$ cat src/hw/rtl/assert_macros.svh
// Assertion macros shared by the RTL files of the interval averager
`ifndef ASSERT_MACROS_SVH
`define ASSERT_MACROS_SVH

// Checked only outside reset
`define TAIA_ASSERT(lbl, prop, msg) \
  lbl: assert property (@(posedge clk) disable iff (!rst_n) prop) else $error(msg);

// Checked on every edge, reset included
`define TAIA_ASSERT_ALWAYS(lbl, prop, msg) \
  lbl: assert property (@(posedge clk) prop) else $error(msg);

`endif

$ cat src/hw/rtl/taia_pkg.sv
// Package: word types, sequencer codes and divider status of the interval averager
package taia_pkg;

  localparam int SAMPLE_W = 8;
  localparam int AVG_W    = 16;
  localparam int USED_W   = 16;

  typedef struct packed {
    logic                       mode;
    logic                       x_new;
    logic signed [SAMPLE_W-1:0] x_sample;
    logic                       y_new;
    logic signed [SAMPLE_W-1:0] y_sample;
    logic                       z_new;
    logic signed [SAMPLE_W-1:0] z_sample;
  } in_word_t;

  typedef struct packed {
    logic signed [AVG_W-1:0] avg_x;
    logic signed [AVG_W-1:0] avg_y;
    logic signed [AVG_W-1:0] avg_z;
    logic signed [AVG_W-1:0] avg_all;
    logic [USED_W-1:0]       samples_used;
    logic                    empty_interval;
    logic                    count_saturated;
  } out_word_t;

  // mode codes
  localparam logic MODE_OFFER = 1'b0;
  localparam logic MODE_CLOSE = 1'b1;

  // which quotient the shared divider is working on
  typedef enum logic [1:0] {
    AX_X   = 2'd0,
    AX_Y   = 2'd1,
    AX_Z   = 2'd2,
    AX_ALL = 2'd3
  } taia_axis_t;

  typedef struct packed {
    logic busy;
    logic done;
  } taia_div_stat_t;

endpackage

$ cat src/hw/rtl/three_axis_interval_averager.sv
// Top level: three-axis interval averager, accumulator plus shared serial divider
//
//  port group  dir  handshake            word
//  in_         in   in_valid/in_ready    in_word_t  (offer sample or close interval)
//  out_        out  out_valid/out_ready  out_word_t (averages of the closed interval)
//
//  Offer word: taken while idle; no result word.
//  Close word: four divisions on the one restoring divider, each one bit per
//    cycle, through the LOAD and RUN states in turn; an empty interval skips
//    the divider and goes straight to the FIN state.
//  in_ready is high only while the sequencer is idle.
//  The result waits in the output register; offers are still taken meanwhile,
//    and the next close holds at its last step until that register is free.
//  Synchronous active-low reset clears sums, count, flags and the sequencer.
module three_axis_interval_averager #(
  parameter int COUNT_BITS    = 16,
  parameter int FRACTION_BITS = 8
) (
  input  logic                 clk,
  input  logic                 rst_n,
  input  logic                 in_valid,
  output logic                 in_ready,
  input  taia_pkg::in_word_t   in_word,
  output logic                 out_valid,
  input  logic                 out_ready,
  output taia_pkg::out_word_t  out_word
);
  import taia_pkg::*;
  `include "assert_macros.svh"

  localparam int SUM_W = COUNT_BITS + SAMPLE_W;  // per-axis sum, never overflows
  localparam int TOT_W = SUM_W + 2;              // sum of the three sums
  localparam int DEN_W = COUNT_BITS + 2;         // up to three times the count

  typedef enum logic [3:0] {
    ST_IDLE = 4'b0001,
    ST_LOAD = 4'b0010,
    ST_RUN  = 4'b0100,
    ST_FIN  = 4'b1000
  } taia_state_t;

  taia_state_t state_r, state_nxt;
  taia_axis_t  sel_r, sel_nxt;
  logic        empty_r, empty_nxt;
  logic [AVG_W-1:0] res_r [4];

  logic        out_valid_r;
  out_word_t   out_word_r;

  logic                    in_acc, offer, close, fin_go;
  logic signed [SUM_W-1:0] sum_x, sum_y, sum_z;
  logic [COUNT_BITS-1:0]   count;
  logic                    dropped;
  logic signed [TOT_W-1:0] div_num;
  logic [DEN_W-1:0]        div_den, cnt_ext;
  logic                    div_start;
  taia_div_stat_t          div_stat;
  logic [AVG_W-1:0]        div_quot;

  assign in_ready = (state_r == ST_IDLE);
  assign in_acc   = in_valid & in_ready;
  assign offer    = in_acc & (in_word.mode == MODE_OFFER);
  assign close    = in_acc & (in_word.mode == MODE_CLOSE);
  // result leaves the sequencer once the output register is free
  assign fin_go   = (state_r == ST_FIN) & (!out_valid_r | out_ready);

  taia_acc #(
    .COUNT_BITS (COUNT_BITS),
    .SUM_W      (SUM_W)
  ) u_acc (
    .clk       (clk),
    .rst_n     (rst_n),
    .offer_i   (offer),
    .word_i    (in_word),
    .clear_i   (fin_go),
    .sum_x_o   (sum_x),
    .sum_y_o   (sum_y),
    .sum_z_o   (sum_z),
    .count_o   (count),
    .dropped_o (dropped)
  );

  // operand select for the shared divider
  assign cnt_ext = DEN_W'(count);
  always_comb begin
    div_den = cnt_ext;
    case (sel_r)
      AX_X:    div_num = TOT_W'(sum_x);
      AX_Y:    div_num = TOT_W'(sum_y);
      AX_Z:    div_num = TOT_W'(sum_z);
      AX_ALL: begin
        div_num = TOT_W'(sum_x) + TOT_W'(sum_y) + TOT_W'(sum_z);
        div_den = cnt_ext + (cnt_ext << 1);
      end
      default: div_num = '0;
    endcase
  end

  assign div_start = (state_r == ST_LOAD);

  taia_div #(
    .MAG_W  (TOT_W),
    .FRAC_W (FRACTION_BITS),
    .DEN_W  (DEN_W)
  ) u_div (
    .clk     (clk),
    .rst_n   (rst_n),
    .start_i (div_start),
    .num_i   (div_num),
    .den_i   (div_den),
    .stat_o  (div_stat),
    .quot_o  (div_quot)
  );

  // sequencer
  always_comb begin
    state_nxt = state_r;
    sel_nxt   = sel_r;
    empty_nxt = empty_r;
    case (state_r)
      ST_IDLE: begin
        if (close) begin
          sel_nxt = AX_X;
          if (count == '0) begin
            empty_nxt = 1'b1;
            state_nxt = ST_FIN;
          end else begin
            empty_nxt = 1'b0;
            state_nxt = ST_LOAD;
          end
        end
      end
      ST_LOAD: state_nxt = ST_RUN;
      ST_RUN: begin
        if (div_stat.done) begin
          if (sel_r == AX_ALL) begin
            state_nxt = ST_FIN;
          end else begin
            sel_nxt   = taia_axis_t'(sel_r + 2'd1);
            state_nxt = ST_LOAD;
          end
        end
      end
      ST_FIN: begin
        if (fin_go) state_nxt = ST_IDLE;
      end
      default: state_nxt = ST_IDLE;
    endcase
  end

  always_ff @(posedge clk) begin
    if (!rst_n) begin
      state_r <= ST_IDLE;
      sel_r   <= AX_X;
      empty_r <= 1'b0;
    end else begin
      state_r <= state_nxt;
      sel_r   <= sel_nxt;
      empty_r <= empty_nxt;
    end
  end

  always_ff @(posedge clk) begin
    if ((state_r == ST_RUN) && div_stat.done) begin
      res_r[sel_r] <= div_quot;
    end
  end

  // output register
  always_ff @(posedge clk) begin
    if (!rst_n) begin
      out_valid_r <= 1'b0;
    end else if (fin_go) begin
      out_valid_r <= 1'b1;
    end else if (out_ready) begin
      out_valid_r <= 1'b0;
    end
  end

  always_ff @(posedge clk) begin
    if (fin_go) begin
      out_word_r.avg_x           <= empty_r ? '0 : res_r[AX_X];
      out_word_r.avg_y           <= empty_r ? '0 : res_r[AX_Y];
      out_word_r.avg_z           <= empty_r ? '0 : res_r[AX_Z];
      out_word_r.avg_all         <= empty_r ? '0 : res_r[AX_ALL];
      out_word_r.samples_used    <= USED_W'(count);
      out_word_r.empty_interval  <= empty_r;
      out_word_r.count_saturated <= dropped;
    end
  end

  assign out_valid = out_valid_r;
  assign out_word  = out_word_r;

  `TAIA_ASSERT(a_out_from_fin, $rose(out_valid_r) |-> ($past(state_r) == ST_FIN), "result word without a finished close")
  `TAIA_ASSERT_ALWAYS(a_div_quiet_idle, (rst_n && state_r == ST_IDLE) |-> !div_stat.busy, "divider running while idle")

endmodule

$ cat src/hw/rtl/taia_acc.sv
// Running per-axis sums, sample count and drop flag
module taia_acc #(
  parameter int COUNT_BITS = 16,
  parameter int SUM_W      = 24
) (
  input  logic                    clk,
  input  logic                    rst_n,
  input  logic                    offer_i,
  input  taia_pkg::in_word_t      word_i,
  input  logic                    clear_i,
  output logic signed [SUM_W-1:0] sum_x_o,
  output logic signed [SUM_W-1:0] sum_y_o,
  output logic signed [SUM_W-1:0] sum_z_o,
  output logic [COUNT_BITS-1:0]   count_o,
  output logic                    dropped_o
);
  import taia_pkg::*;
  `include "assert_macros.svh"

  logic signed [SUM_W-1:0] sum_x_r, sum_y_r, sum_z_r;
  logic [COUNT_BITS-1:0]   count_r;
  logic                    dropped_r;
  logic                    flags_ok, full;

  assign flags_ok = word_i.x_new & word_i.y_new & word_i.z_new;
  assign full     = (count_r == {COUNT_BITS{1'b1}});

  always_ff @(posedge clk) begin
    if (!rst_n || clear_i) begin
      sum_x_r   <= '0;
      sum_y_r   <= '0;
      sum_z_r   <= '0;
      count_r   <= '0;
      dropped_r <= 1'b0;
    end else if (offer_i && flags_ok) begin
      if (full) begin
        dropped_r <= 1'b1;
      end else begin
        sum_x_r <= sum_x_r + SUM_W'(word_i.x_sample);
        sum_y_r <= sum_y_r + SUM_W'(word_i.y_sample);
        sum_z_r <= sum_z_r + SUM_W'(word_i.z_sample);
        count_r <= count_r + 1'b1;
      end
    end
  end

  assign sum_x_o   = sum_x_r;
  assign sum_y_o   = sum_y_r;
  assign sum_z_o   = sum_z_r;
  assign count_o   = count_r;
  assign dropped_o = dropped_r;

  `TAIA_ASSERT(a_drop_only_when_full, $rose(dropped_r) |-> ($past(count_r) == {COUNT_BITS{1'b1}}), "drop flag set below full count")

endmodule

$ cat src/hw/rtl/taia_div.sv
// Shared restoring divider: sign(num) * trunc(|num| * 2^F / den), one quotient bit per cycle
module taia_div #(
  parameter int MAG_W  = 26,
  parameter int FRAC_W = 8,
  parameter int DEN_W  = 18
) (
  input  logic                        clk,
  input  logic                        rst_n,
  input  logic                        start_i,
  input  logic signed [MAG_W-1:0]     num_i,
  input  logic [DEN_W-1:0]            den_i,
  output taia_pkg::taia_div_stat_t    stat_o,
  output logic [taia_pkg::AVG_W-1:0]  quot_o
);
  import taia_pkg::*;
  `include "assert_macros.svh"

  localparam int NUM_W = MAG_W + FRAC_W;
  localparam int CNT_W = $clog2(NUM_W);

  logic             busy_r, done_r;
  logic [CNT_W-1:0] cnt_r;
  logic [NUM_W-1:0] dvd_r;
  logic [DEN_W-1:0] rem_r, den_r;
  logic [AVG_W-1:0] q_r;
  logic             neg_r;
  logic [MAG_W-1:0] mag;
  logic [DEN_W:0]   trial, diff;
  logic             fits;

  assign mag   = num_i[MAG_W-1] ? MAG_W'(-num_i) : MAG_W'(num_i);
  assign trial = {rem_r, dvd_r[NUM_W-1]};
  assign diff  = trial - {1'b0, den_r};
  assign fits  = (trial >= {1'b0, den_r});

  always_ff @(posedge clk) begin
    if (!rst_n) begin
      busy_r <= 1'b0;
      done_r <= 1'b0;
      cnt_r  <= '0;
    end else begin
      done_r <= 1'b0;
      if (start_i) begin
        busy_r <= 1'b1;
        cnt_r  <= '0;
      end else if (busy_r) begin
        cnt_r <= cnt_r + 1'b1;
        if (cnt_r == CNT_W'(NUM_W - 1)) begin
          busy_r <= 1'b0;
          done_r <= 1'b1;
        end
      end
    end
  end

  always_ff @(posedge clk) begin
    if (start_i) begin
      dvd_r <= NUM_W'(mag) << FRAC_W;
      rem_r <= '0;
      den_r <= den_i;
      q_r   <= '0;
      neg_r <= num_i[MAG_W-1];
    end else if (busy_r) begin
      dvd_r <= {dvd_r[NUM_W-2:0], 1'b0};
      rem_r <= fits ? diff[DEN_W-1:0] : trial[DEN_W-1:0];
      q_r   <= {q_r[AVG_W-2:0], fits};
    end
  end

  assign quot_o      = neg_r ? AVG_W'(-q_r) : q_r;
  assign stat_o.busy = busy_r;
  assign stat_o.done = done_r;

  `TAIA_ASSERT(a_done_after_busy, done_r |-> $past(busy_r), "quotient done without a run")

endmodule
$ cat config.mk
export PLATFORM = sky130hd
export DESIGN_NAME = three_axis_interval_averager
export DESIGN_NICKNAME = d
export VERILOG_FILES = /design/src/hw/rtl/taia_pkg.sv /design/src/hw/rtl/three_axis_interval_averager.sv /design/src/hw/rtl/taia_acc.sv /design/src/hw/rtl/taia_div.sv
export VERILOG_INCLUDE_DIRS = /design/src /design/src/hw/rtl
export SDC_FILE = /design/constraint.sdc
export NUM_CORES = 1
export LEC_CHECK = 0
export BUFFER_PORTS_ARGS = -buffer_cell sky130_fd_sc_hd__buf_2
export CORE_MARGIN = 2
export CORE_UTILIZATION = 57
export CTS_BUF_LIST = sky130_fd_sc_hd__clkbuf_16
export CTS_CLUSTER_DIAMETER = 150
export DETAILED_ROUTE_END_ITERATION = 10
export GPL_TIMING_DRIVEN = 1
export HOLD_SLACK_MARGIN = 0.12
export PLACE_DENSITY = 0.75
export SETUP_SLACK_MARGIN = 0.5
export SLEW_MARGIN = 20
export SYNTH_ARGS = -nofsm -noshare
export SYNTH_HDL_FRONTEND = slang
export SYNTH_SLANG_ARGS = --single-unit
$ cat constraint.sdc
create_clock -name clk -period 6.3 [get_ports clk]
set_clock_uncertainty 0.15 [all_clocks]
set_input_delay 0.315 -clock clk [delete_from_list [all_inputs] [get_ports clk]]
set_output_delay 0.315 -clock clk [all_outputs]
set_load 0.02 [all_outputs]
Word level (Yosys, flattened, before mapping) --
Memories as Yosys holds them, arrays and structs flattened. A register that Yosys moved wholly into a read port is not among the register bits. Index checks and enable logic that the tools add are counted.
Cells by class: multiplexer cells 26, bitwise gates (word level) 11, equality and inequality tests 13, reduce and logical (&&, ||, !) cells 17, $add $sub $neg 12, $lt $le $gt $ge 1
Operator list (number):
- $pmux 26 s4 | 1
- $add 24x8->24 | 3
- $mux 34 | 2
- $mux 16 | 2
- $add 25x24->26 | 1
- $mux 26 | 1
- $neg 26->26 | 1
- $add 24x24->25 | 1
- $mux 4 | 5
- $ge 19x18->1 | 1
- $add 16x17->18 | 1
- $mux 18 | 1
- $sub 18x18->18 | 1
- $add 16x1->16 const B | 1
- $eq 16x16->1 const B | 1
- $logic_not 16->1 | 1
- $neg 16->16 | 1
- $pmux 4 s4 | 1
- $mux 1 | 9
- $add 6x1->6 const B | 1
- $and 1x1->1 | 6
- $eq 6x6->1 const B | 1
- $mux 2 | 3
- $ne 2x1->1 const B | 3
- other kinds (21) | 31
Storage, ports and cells: memories 1, RAM bits 64, bits in registers 202, output and inout bits 84
Memory list:
- res_r | words 4, bits a word 16, rd ports 4, clocked after memory_dff 4, write ports 1, line three_axis_interval_averager.sv:45 | logic [AVG_W-1:0] res_r [4];

Logic depth before layout (Yosys ltp) --
Gate-level depths: netlist of the first run.
depth after elaboration 6, mapped depth 19

By module --
A second synthesis of the first run with hierarchy kept.
Unflattened totals: cells, all modules 2067, area total of the unflattened synthesis 20358.3 sq um
Modules (own cells, without submodules):
- three_axis_interval_averager | seq. area each 4544.4 sq um, times used 1, cells each 699, area each 8700.8 sq um
- taia_acc | seq. area each 1781.7 sq um, times used 1, cells each 826, area each 6585.1 sq um
- taia_div | seq. area each 2192.1 sq um, times used 1, cells each 542, area each 5072.4 sq um

Worst setup path after synthesis of the first run --
OpenSTA, ideal clock, no wires.
path kind reg-to-reg, from register u_acc.sum_x_r[1], in the netlist u_acc.sum_x_o[1], to register u_div.dvd_r[30] (data pin), stages on the path, launching flop included 18, library setup time 0.260 ns, required time 5.890 ns, path slack 1.859 ns, data arrival time 4.031 ns, buffers on the path 0, cells stage by stage dfxtp_1 inv_1 fa_1 inv_1 ha_1 inv_1 fa_1 nand2b_1 a211oi_2 nor3_1 a31oi_1 mux2_1 a221oi_2 o2111ai_2 nor4_4 a21oi_1 xor2_1 mux2_4
Between the ends: cells in the longest elaborated chain, start to end 6
Ends and longest elaborated chain:
- start, declared | line taia_acc.sv:20 | logic signed [SUM_W-1:0] sum_x_r, sum_y_r, sum_z_r;
- start signal, assigned | line taia_acc.sv:39 | sum_x_r <= sum_x_r + SUM_W'(word_i.x_sample);
- $add 24x24->25 | line three_axis_interval_averager.sv:92 | div_num = TOT_W'(sum_x) + TOT_W'(sum_y) + TOT_W'(sum_z);
- $add 25x24->26 | line three_axis_interval_averager.sv:92
- $pmux 26 s4 (*) | line three_axis_interval_averager.sv:87 | case (sel_r)
- $neg 26->26 | line taia_div.sv:31 | assign mag = num_i[MAG_W-1] ? MAG_W'(-num_i) : MAG_W'(num_i);
- $mux 26 (*) | line taia_div.sv:31
- $mux 34 (*) | line taia_div.sv:57 | if (start_i) begin
- end signal, assigned | line taia_div.sv:58 | dvd_r <= NUM_W'(mag) << FRAC_W;
- end signal, assigned | line taia_div.sv:64 | dvd_r <= {dvd_r[NUM_W-2:0], 1'b0};
- end, declared | line taia_div.sv:23 | logic [NUM_W-1:0] dvd_r;
Every way passes the cells marked *; elsewhere a longest branch is shown, timed or not. A chain may end at the register's enable or synchronous reset.

Final worst setup path of the first run --
from register u_acc.sum_x_r[1], in the netlist u_acc.sum_x_o[1], to register u_div.dvd_r[13] (data pin)
Same word-level chain as after synthesis.

==> results.md, run 1 <==
* Die Y at approximately 190 um
* Critical path fanouts, max at 16
* Initial detailed-routing violation count at 1073
* Pwr dens at between 200 and 250 mW/mm^2
* RSZ-0062 raised after global routing: false
* Cells after synthesis at between 2000 and 2500
* Mean Syn Cell Area at 9.77 um^2
* CP bufs+invs at 4
* Die width at approximately 190 um
* Placer congestion estimate at ~0.90
* Wire length per cell at 16.7 um
* CTS Buf Count at 35
* Die ar. at 0.0362 mm^2
* Ratio of cells with drive above 1 in the final layout at between 10% and 20%
* Largest net degree at the start of global routing at 83
* Antenna Nets Post-Route at 0
* Period utilization at a little under 80%
* Rel. slew slack at about 31%
* CTS resizes at 0
* Worst skew pair latency at around 0.54 ns
* I/O Pins at around 120
* Reg2reg setup slack at between 1 and 1.5 ns
* Most used flip-flop cell after synthesis: edfxtp_1
* Post-synth EDFFs at 191
* Most frequent CP cell: inv_1
* Grt ovf at 0
* Max cap viols at 0
* Synth area leader: edfxtp_1
* R2r endpoint: u_div.dvd_r[13]$_DFFE_PP_
* Dpl hpwl at roughly 30 mm
* Initial antenna violation count at 1
* Fillcell total at ~2900
* Core area at approximately 0.034 mm^2
* Vias in the first global route at about 15000
* Starting density of the core at 57.6%
* Hold Path End: u_acc.sum_y_o[2]$_SDFFE_PP0P_
* Worst reg2reg path depth at 18
* Antenna Cells at 0
* Syn Nets at approximately 2200
* Worst hold stages at 5
* Area Overhead vs Synth at 11.3%
* Slew Viols, Final at 0
* Post-synthesis cell type count at 95
* Critical-path cell list: inv_1 > fa_1 > inv_1 > ha_1 > inv_1 > fa_1 > nand2b_1 > a211o_1 > a21o_1 > a211o_1 > o21ba_2 > a21oi_2 > a21oi_1 > nor3_4 > inv_2 > o21ai_0 > xor2_1 > o21ai_0
* Register bit total from synthesis at between 300 and 400
* TritonCTS Sinks at 330
* Final std cells w/o fill at roughly 2600
* Fraction of registers with async set/reset at 0%
* Most numerous cell in the Yosys netlist: nand2_1
* CP endpoint kind: register
* Nets at 2337
* Critical R2R Launch: u_acc.sum_x_o[1]$_SDFFE_PP0P_
* Clk root buf: clkbuf_16
* Crit Path Class: register to register
* Worst-Margin Slew at about 1.0 ns
* Seq/Total Area, Yosys at 43.0%
* CTS tree: done
* CP top delay family: compound AO/OA/AOI/OAI gates
* Maximum achievable frequency at approximately 0.2 GHz
* WP data arrival at just over 5 ns
* Top cell type's share of synthesized area at roughly 29%
* Drt via density at 5.80
* GRT Overall Usage at ~24%
* Final Hold Viols at 0
* Slowest-stage cell, CP: nor3_4
* Status: completed
* Row count at between 60 and 70
* First-pass GRT wire length at between 70 and 80 mm
* Clock-pin slew on the worst setup and hold paths at roughly 0.060 ns
* Leakage power at 0.00896 uW
* Largest stage delay on the critical path at 0.53 ns
* Maximum VDD drop at 0.000184 V
* Top post-synthesis cells by count: 226 x nand2_1, 191 x edfxtp_1, 161 x a21oi_1
* Routed Wire Length at 43.7 mm
* Max Root-Sink Buffers at 3
* Placed cells at roughly 2500
* Routed via count at between 15000 and 20000
* Seq. cell area at ~0.0085 mm^2
* Startpoint Class: register
* Top cells by area, synth: edfxtp_1 29%, dfxtp_1 14%, ha_1 9.1%, nand2_1 4.3%, a21oi_1 4.1%
* CTS HTree Levels at 2
* Required @ worst endpoint at around 6.4 ns
* Cell area after synthesis at about 0.020 mm^2
* Yosys warns at 0
* Initial DRT Pass Iterations at 6
* Final setup viols at 0
* Min Tclk post-route at 5.00 ns
* DRC at 0
* Setup_tns at 0 ns
* Crit path from: u_acc.sum_x_o[1]$_SDFFE_PP0P_
* Hold Startpoint: in_word[11]
* Footprint of the multi-input gates at 0.0106 mm^2
* Number of port buffers at 115
* Hold Path Class: input pin to register
[logic make-up (layout without fill, tap and decap cells)]
group                      Yosys count  count (layout)  share of synthesized area [%]
DFF                                330             330                           43.0
adders and majority gates          174             174                           12.1
buffers and inverters              179             311                           3.50
and+or+nand+nor                    634             634                           15.8
xor gates and xnor gates           132             132                           5.84
AOI/OAI and AO/OA                  548             548                           18.2
muxes                               29              29                           1.50
[through the flow]
stage	hold WS [ns]	cell area [um^2]	setup WS, ns	power, uW	utilization (%)
CTS	0.129	22000	1.29	5350	64.1
global route	0.174	22000	0.984	5550	64.1
detailed placement	0.272	20800	1.33	3360	60.4
global placement	0.268	20800	1.44	3330	60.4
floorplan	0.259	19800	1.86	3150	-
finish	0.148	22000	1.30	5330	64.1
[per-layer routing]
metal  global-route usage [%]  wire (um)
met1                     32.0      19700
met4                     6.74        817
met2                     42.1      21300
met5                        0         13
met3                     3.04       1890
[how the worst max path moves through the flow]
stage,endpoint,cells past startpoint,slack [ns]
floorplan,u_div.dvd_r[30]$_DFFE_PP_,17,1.86
global placement,u_div.dvd_r[13]$_DFFE_PP_,18,1.44
detailed placement,u_div.dvd_r[13]$_DFFE_PP_,18,1.33
CTS,u_div.dvd_r[13]$_DFFE_PP_,18,1.29
global route,u_div.dvd_r[13]$_DFFE_PP_,18,0.98
finish,u_div.dvd_r[13]$_DFFE_PP_,18,1.30
[cell usage in the layout (no fill, tap or decap), types with 18 or more instances in the layout]
| cell | count |
|---|---|
| o21a_1 | 23 |
| nor2b_1 | 76 |
| xor2_1 | 47 |
| nand3_1 | 34 |
| a21oi_1 | 161 |
| fa_1 | 30 |
| nand2_1 | 225 |
| and3_1 | 24 |
| nor2_1 | 128 |
| or3_1 | 22 |
| ha_1 | 144 |
| inv_1 | 112 |
| a31oi_1 | 18 |
| a211oi_1 | 27 |
| a21o_1 | 46 |
| xnor2_1 | 85 |
| buf_2 | 115 |
| o21ai_1 | 28 |
| nand4_1 | 19 |
| o21ai_0 | 100 |
| mux2i_1 | 26 |
| edfxtp_1 | 191 |
| dfxtp_1 | 137 |
| clkbuf_16 | 36 |
| nor3_1 | 24 |
| nand2b_1 | 22 |
[where the power goes]
group	internal [uW]	switching (uW)	leakage, uW
logic	340	520	0.00552
clock network	1130	864	0.000582
registers	2410	63.7	0.00287
[registers in the layout, indices dropped and copies added, names as in the netlist, 2 cells and up]
register	flops
u_acc.sum_y_o	24
u_div.dvd_r	26
u_acc.count_o	16
u_div.rem_r	18
u_acc.sum_x_o	24
u_acc.sum_z_o	24
u_div.den_r	18
u_div.cnt_r	6
u_div.q_r	16
sel_r	2
out_word	82
res_r	64
state_r	4
[worst min-delay path: cells and delay by family]
family | cells | cell delay [ns]
simple gates | 1 | 0.06
buf+inv | 1 | 0.08
xor+xnor | 1 | 0.07
fa+ha+maj | 1 | 0.18
compound gates | 1 | 0.06
[cell type report]
type                       count  area share [%]
multi-input combinational   1517            48.1
sequential                   330            38.7
clock buffer                  36            4.09
timing repair buffer         143            3.78
tap                          455            2.58
inverter                     104            1.78
clock inverter                28           0.976
[timing repair]
action	4_1_cts	5_1_grt
hold buffers	14	0
endpoints found under the hold margin	16	0
setup buffers	0	0
Note: power is estimated with default switching activity, not from simulation.
==> run 2, diff against run 1 <==
==> constraint.sdc (replaced) <==
create_clock -name clk -period 4.8 [get_ports clk]
set_clock_uncertainty 0.15 [all_clocks]
set_input_delay 0.24 -clock clk [delete_from_list [all_inputs] [get_ports clk]]
set_output_delay 0.24 -clock clk [all_outputs]
set_load 0.02 [all_outputs]
==> results.md, run 2 (synthesized netlist as in run 1, its figures left out) <==
* Wire length per cell at 17.3 um (was 16.7 um)
* Drt via density at 5.87 (was 5.80)
* Placer congestion estimate at 0.941 (was 0.904)
* Vias in the first global route at 15200 (was 14700)
* Largest net degree at the start of global routing at 74 (was 83)
* RSZ-0062 raised after global routing: true (was false)
* Required @ worst endpoint at 4.91 ns (was 6.39 ns)
* Maximum VDD drop at 0.000327 V (was 0.000184 V)
* Post-DP Area at 0.0209 mm^2 (was 0.0208 mm^2)
* Worst skew pair latency at 0.53 ns (was 0.54 ns)
* Final Hold Viols at 0 (unchanged)
* CTS tree: done (unchanged)
* Clock-pin slew on the worst setup and hold paths at 0.06 ns (about the same)
* Grt ovf at 0 (unchanged)
* Period utilization at 90.8% (was 79.4%)
* Most frequent cells in the layout: 224 x nand2_1, 191 x edfxtp_1, 153 x a21oi_1, 143 x ha_1, 134 x dfxtp_1 (was 225 x nand2_1, 191 x edfxtp_1, 161 x a21oi_1, 144 x ha_1, 137 x dfxtp_1)
* I/O Pins at 116 (unchanged)
* Initial antenna violation count at 0 (was 1)
* Critical path fanouts, max at 7 (was 16)
* Initial detailed-routing violation count at 1075 (was 1073)
* Reg2reg setup slack at 0.44 ns (was 1.30 ns)
* Max cap viols at 0 (unchanged)
* Rel. slew slack at 23.2% (was 31.3%)
* Antenna Nets Post-Route at 0 (unchanged)
* Maximum achievable frequency at 0.229 GHz (was 0.200 GHz)
* Row count at 68 (unchanged)
* Dpl hpwl at 31.9 mm (was 30.4 mm)
* Die width at 190 um (unchanged)
* Area Overhead vs Synth at 14.7% (was 11.3%)
* Setup_tns at 0 ns (unchanged)
* Clk root buf: clkbuf_16 (unchanged)
* CTS HTree Levels at 2 (unchanged)
* Status: completed (unchanged)
* Die Y at 190 um (unchanged)
* First-pass GRT wire length at 75.0 mm (was 72.2 mm)
* Crit Path Class: register to register (unchanged)
* Largest register FFs at 82 (unchanged)
* Fillcell total at 2692 (was 2868)
* Hold Path Class: input pin to register (unchanged)
* WP data arrival at 4.47 ns (was 5.09 ns)
* Number of port buffers at 115 (unchanged)
* Sw frac at 26.9% (was 27.2%)
* Initial DRT Pass Iterations at 6 (unchanged)
* Nets at 2373 (was 2337)
* Internal Power at 5250 uW (was 3880 uW)
* Hold_ws at 0.163 ns (was 0.148 ns)
* Post-route cell area at 0.0227 mm^2 (was 0.0220 mm^2)
* GRT Overall Usage at 25.4% (was 24.3%)
* Routed via count at 15600 (was 15200)
* Comb power frac at 16.2% (about the same)
* Max Root-Sink Buffers at 3 (unchanged)
* CP endpoint kind: register (unchanged)
* Clock power share at 38.5% (was 37.5%)
* Psw at 1940 uW (was 1450 uW)
* Min Tclk post-route at 4.36 ns (was 5.00 ns)
* Sequential Power Share at 45.3% (was 46.4%)
* Routed Wire Length at 45.7 mm (was 43.7 mm)
* Die ar. at 0.0362 mm^2 (unchanged)
* Slew Viols, Final at 0 (unchanged)
* DRC at 0 (unchanged)
* Most common cell after layout, fill and taps aside: nand2_1 (unchanged)
* CTS Buf Count at 35 (unchanged)
* Leakage power at 0.00923 uW (was 0.00896 uW)
* Starting density of the core at 57.6% (unchanged)
* Final setup viols at 0 (unchanged)
* Ratio of cells with drive above 1 in the final layout at 13.4% (was 10.4%)
* TritonCTS Sinks at 330 (unchanged)
* Worst-Margin Slew at 1.14 ns (was 1.03 ns)
* Core area at 0.0344 mm^2 (unchanged)
* Startpoint Class: register (unchanged)
* Pwr dens at 317 mW/mm^2 (was 242 mW/mm^2)
run 2: changes by cell type in the layout (fill, tap and decap cells not counted), moves of 4 or more:
cell | before | now
dlygate4sd3_1 | 14 | 23
inv_1 | 112 | 106
o21ai_0 | 100 | 96
a21oi_2 | 4 | 11
a21oi_1 | 161 | 153
buf_4 | 13 | 37
run 2: through the flow:
stage / setup slack (ns) / total power [uW] / util [%] / instances
finish: 0.441 / 7190 / 66.1 / 2650
global route: 0.255 / 7500 / 66.1 / 2649
CTS: 0.520 / 7210 / 65.2 / 2640
detailed placement: 0.102 / 4420 / 60.7 / 2545
global placement: 0.247 / 4380 / 60.7 / 2545
floorplan: 0.544 / 4140 / - / 2026
run 2: metal layers:
metal | up-vias | GRT usage [%] | wire, um
met5 | - | 0 | 0
met4 | 0 | 7.54 | 1080
met3 | 80 | 3.29 | 2320
met2 | 403 | 44.3 | 22600
met1 | 7454 | 32.9 | 19800
li1 | 7617 | - | -
run 2: worst paths after layout:
kind / from / endpoint / cells after the start
worst max-delay path: u_acc.sum_y_o[1]$_SDFFE_PP0P_ / u_div.dvd_r[23]$_DFFE_PP_ / 19
worst min-delay path: in_word[13] / u_acc.sum_y_o[4]$_SDFFE_PP0P_ / 4
worst max register to register: u_acc.sum_y_o[1]$_SDFFE_PP0P_ / u_div.dvd_r[23]$_DFFE_PP_ / 19
worst min register to register: u_acc.dropped_o$_SDFFE_PP0P_ / out_word[0]$_DFFE_PP_ / 0
run 2: layout make-up:
type	count	area [um^2]	share of cell area, %
Timing Repair Buffer	179	1160	5.12
Tap cell	455	569	2.51
Clock inverter	29	305	1.34
Inverter	104	408	1.80
Antenna cell	1	2.50	0.0110
Sequential cell	330	8530	37.5
Clock buffer	35	876	3.86
Multi-Input combinational cell	1517	10900	47.8
run 2: repair_timing:
| action | 4_1_cts | 5_1_grt |
|---|---|---|
| pin swaps | 9 | 26 |
| buffers inserted | 8 | 9 |
| gates resized for setup | 10 | 54 |
| hold buffers | 23 | 0 |
| setup endpoints to repair | 26 | 27 |
| endpoints found under the hold margin | 33 | 0 |
run 2: critical path, cell delays in order, from the launching register on:
cell,delay (ns)
dfxtp_2,0.34
inv_2,0.06
fa_1,0.45
inv_1,0.08
ha_2,0.19
inv_2,0.04
fa_2,0.33
nand2b_4,0.18
a211o_1,0.33
a21o_1,0.22
a211o_4,0.36
o21ba_4,0.24
a21oi_4,0.14
a21oi_2,0.09
nor3_4,0.21
buf_12,0.18
buf_12,0.14
a21oi_1,0.07
xor2_1,0.20
o21ai_1,0.08
run 2: power groups by stage:
stage	Combinational (uW)	Sequential, uW	Clock (uW)
after global placement	1070	3310	0
after global routing	1300	3270	2920
after floorplan	807	3330	0
after detailed placement	1100	3320	0
after CTS	1140	3260	2820
final	1160	3260	2770
==> run 3, diff against run 2 <==
--- a/config.mk
+++ b/config.mk
@@ -14,9 +14,11 @@
 export DETAILED_ROUTE_END_ITERATION = 10
 export GPL_TIMING_DRIVEN = 1
 export HOLD_SLACK_MARGIN = 0.12
+export MAX_ROUTING_LAYER = met4
 export PLACE_DENSITY = 0.75
 export SETUP_SLACK_MARGIN = 0.5
 export SLEW_MARGIN = 20
 export SYNTH_ARGS = -nofsm -noshare
 export SYNTH_HDL_FRONTEND = slang
+export SYNTH_HIERARCHICAL = 1
 export SYNTH_SLANG_ARGS = --single-unit
==> results.md, run 3 <==
* RSZ-0062 raised after global routing: true (unchanged)
* Worst skew pair latency at 0.55 ns (was 0.53 ns)
* First-pass GRT wire length at 78.5 mm (was 75.0 mm)
* Crit path from: u_acc/sum_x_o[1]$_SDFFE_PP0P_ (was u_acc.sum_y_o[1]$_SDFFE_PP0P_)
* Rel. slew slack at 30.0% (was 23.2%)
* Slowest-stage cell, CP: fa_1 (unchanged)
* DRC at 0 (unchanged)
* Die width at 193 um (was 190 um)
* Setup WS post-layout at -0.00271 ns (was 0.441 ns)
* Most common cell after layout, fill and taps aside: nand2_1 (unchanged)
* Nets at 2444 (was 2373)
* Wire length per cell at 17.9 um (was 17.3 um)
* Max cap viols at 0 (unchanged)
* TritonCTS Sinks at 330 (unchanged)
* Sequential Power Share at 47.5% (was 45.3%)
* Required @ worst endpoint at 4.95 ns (was 4.91 ns)
* Sw frac at 25.9% (was 26.9%)
* Grt ovf at 0 (unchanged)
* Startpoint Class: register (unchanged)
* Mean Syn Cell Area at 9.85 um^2 (was 9.77 um^2)
* Comb power frac at 12.2% (was 16.2%)
* Cells after synthesis at 2066 (was 2026)
* Most frequent cells in the layout: 194 x nand2_1, 191 x edfxtp_1, 148 x a21oi_1, 147 x nor2_1, 143 x ha_1 (was 224 x nand2_1, 191 x edfxtp_1, 153 x a21oi_1, 143 x ha_1, 134 x dfxtp_1)
* Starting density of the core at 57.5% (was 57.6%)
* Routed Wire Length at 48.8 mm (was 45.7 mm)
* Vias in the first global route at 15400 (was 15200)
* Yosys warns at 6 (was 0)
* Hold_ws at 0.149 ns (was 0.163 ns)
* Antenna Nets Post-Route at 0 (unchanged)
* Period utilization at 100% (was 90.8%)
* CTS tree: done (unchanged)
* Clock-pin slew on the worst setup and hold paths at 0.06 ns (about the same)
* CTS HTree Levels at 2 (unchanged)
* Clk root buf: clkbuf_16 (unchanged)
* Routed via count at 16300 (was 15600)
* Largest net degree at the start of global routing at 83 (was 74)
* Status: finished with violations (was completed)
* CP endpoint kind: register (unchanged)
* Clock power share at 40.2% (was 38.5%)
* Pwr dens at 285 mW/mm^2 (was 317 mW/mm^2)
* Slew Viols, Final at 0 (unchanged)
* Hold Startpoint: in_word[6] (was in_word[13])
* WP data arrival at 4.95 ns (was 4.47 ns)
* Critical-path cell list: fa_1 > ha_2 > inv_2 > fa_2 > nor2b_2 > o31a_1 > o21a_1 > nor2_1 > xnor2_1 > a222oi_1 > a21oi_2 > buf_6 > or4_4 > o41ai_4 > o21ai_1 > xor2_1 > mux2_4 (was inv_2 > fa_1 > inv_1 > ha_2 > inv_2 > fa_2 > nand2b_4 > a211o_1 > a21o_1 > a211o_4 > o21ba_4 > a21oi_4 > a21oi_2 > nor3_4 > buf_12 > buf_12 > a21oi_1 > xor2_1 > o21ai_1)
* Maximum achievable frequency at 0.208 GHz (was 0.229 GHz)
* Failing checks: negative setup slack
* Die ar. at 0.0372 mm^2 (was 0.0362 mm^2)
* GRT Overall Usage at 27.0% (was 25.4%)
* Critical path fanouts, max at 5 (was 7)
* Post-DP Area at 0.0216 mm^2 (was 0.0209 mm^2)
* Ratio of cells with drive above 1 in the final layout at 15.4% (was 13.4%)
* Final Hold Viols at 0 (unchanged)
* CTS Buf Count at 36 (was 35)
* Die Y at 193 um (was 190 um)
* Post-route cell area at 0.0234 mm^2 (was 0.0227 mm^2)
* Max Root-Sink Buffers at 3 (unchanged)
* Drt via density at 5.96 (was 5.87)
* Min Tclk post-route at 4.80 ns (was 4.36 ns)
* Fillcell total at 2776 (was 2692)
* I/O Pins at 116 (unchanged)
* Placer congestion estimate at 0.946 (was 0.941)
* Maximum VDD drop at 0.000269 V (was 0.000327 V)
* Core area at 0.0354 mm^2 (was 0.0344 mm^2)
* Initial DRT Pass Iterations at 7 (was 6)
* Largest register FFs at 82 (unchanged)
* Syn Nets at 2272 (was 2232)
* Power Total at 6680 uW (was 7190 uW)
* Cell area after synthesis at 0.0204 mm^2 (was 0.0198 mm^2)
* Leakage power at 0.00977 uW (was 0.00923 uW)
* Initial antenna violation count at 1 (was 0)
* Internal Power at 4950 uW (was 5250 uW)
* Number of port buffers at 115 (unchanged)
* Psw at 1730 uW (was 1940 uW)
* Worst-Margin Slew at 1.05 ns (was 1.14 ns)
* Row count at 69 (was 68)
* Hold Path Class: input pin to register (unchanged)
* Dpl hpwl at 35.7 mm (was 31.9 mm)
* Critical R2R Launch: u_acc/sum_x_o[1]$_SDFFE_PP0P_ (was u_acc.sum_y_o[1]$_SDFFE_PP0P_)
* Final setup viols at 1 (was 0)
* Initial detailed-routing violation count at 1003 (was 1075)
* Area Overhead vs Synth at 15.2% (was 14.7%)
* Largest stage delay on the critical path at 0.57 ns (was 0.45 ns)
* Crit Path Class: register to register (unchanged)
-- run 3: final cells by class --
cell class                 count  area [um^2]  share of cell area, %
timing repair buffer         217         1450                   6.19
sequential                   330         8530                   36.4
antenna                        1         2.50                 0.0107
multi-input combinational   1569        11400                   48.7
clock inverter                28          246                   1.05
tap                          461          577                   2.46
inverter                      84          315                   1.35
clock buffer                  36          901                   3.84
-- run 3: power groups by stage --
stage | clock network, uW | registers [uW] | logic [uW]
6_report | 2690 | 3170 | 818
5_1_grt | 2840 | 3190 | 908
4_1_cts | 2730 | 3170 | 795
3_5_place_dp | 0 | 3240 | 764
3_3_place_gp | 0 | 3230 | 744
2_1_floorplan | 0 | 3250 | 533
-- run 3: through the flow --
step / std cells / TNS [ns] / setup slack [ns] / util (%)
2_1_floorplan: 2066 / 0 / 0.362 / -
3_3_place_gp: 2605 / 0 / 0.158 / 61.0
3_5_place_dp: 2605 / -0.0181 / -0.0181 / 61.0
4_1_cts: 2706 / 0 / 0.114 / 65.4
5_1_grt: 2726 / -0.691 / -0.128 / 66.2
6_report: 2726 / -0.00271 / -0.00271 / 66.2
-- run 3: final timing paths --
check                                                     end  slack (ns)  depth (start not counted)
worst min register to register          out_word[0]$_DFFE_PP_        0.29                          0
worst min-delay path            u_acc/sum_z_o[6]$_SDFFE_PP0P_        0.15                          5
worst max register to register      u_div/dvd_r[32]$_DFFE_PP_      -0.003                         17
worst max-delay path                u_div/dvd_r[32]$_DFFE_PP_      -0.003                         17
-- run 3: routing by layer --
layer	wire length [um]	share of wire [%]	GRT usage, %	vias up
met5	0	0	-	-
met3	3060	6.3	3.37	78
met2	22700	46	43.8	524
li1	-	-	-	7966
met1	22100	45	36.2	7684
met4	1020	2.1	6.85	0
-- run 3: what timing repair did --
item                                    in CTS  in global routing
endpoints found under the setup margin      21                 23
setup buffers                               11                 18
cloned                                       0                  1
hold buffers                                26                  0
resized for setup                           21                 28
pin swaps                                   12                 22
endpoints found under the hold margin       34                  0
-- run 3: worst max-delay path, delay by kind of cell (launching register included) --
kind / cells / cell delay [ns]
AOI/OAI and AO/OA: 6 / 1.49
adders and majority gates: 3 / 1.14
and+or+nand+nor: 3 / 0.66
DFF: 1 / 0.35
xor gates and xnor gates: 2 / 0.30
muxes: 1 / 0.26
buffers and inverters: 2 / 0.19
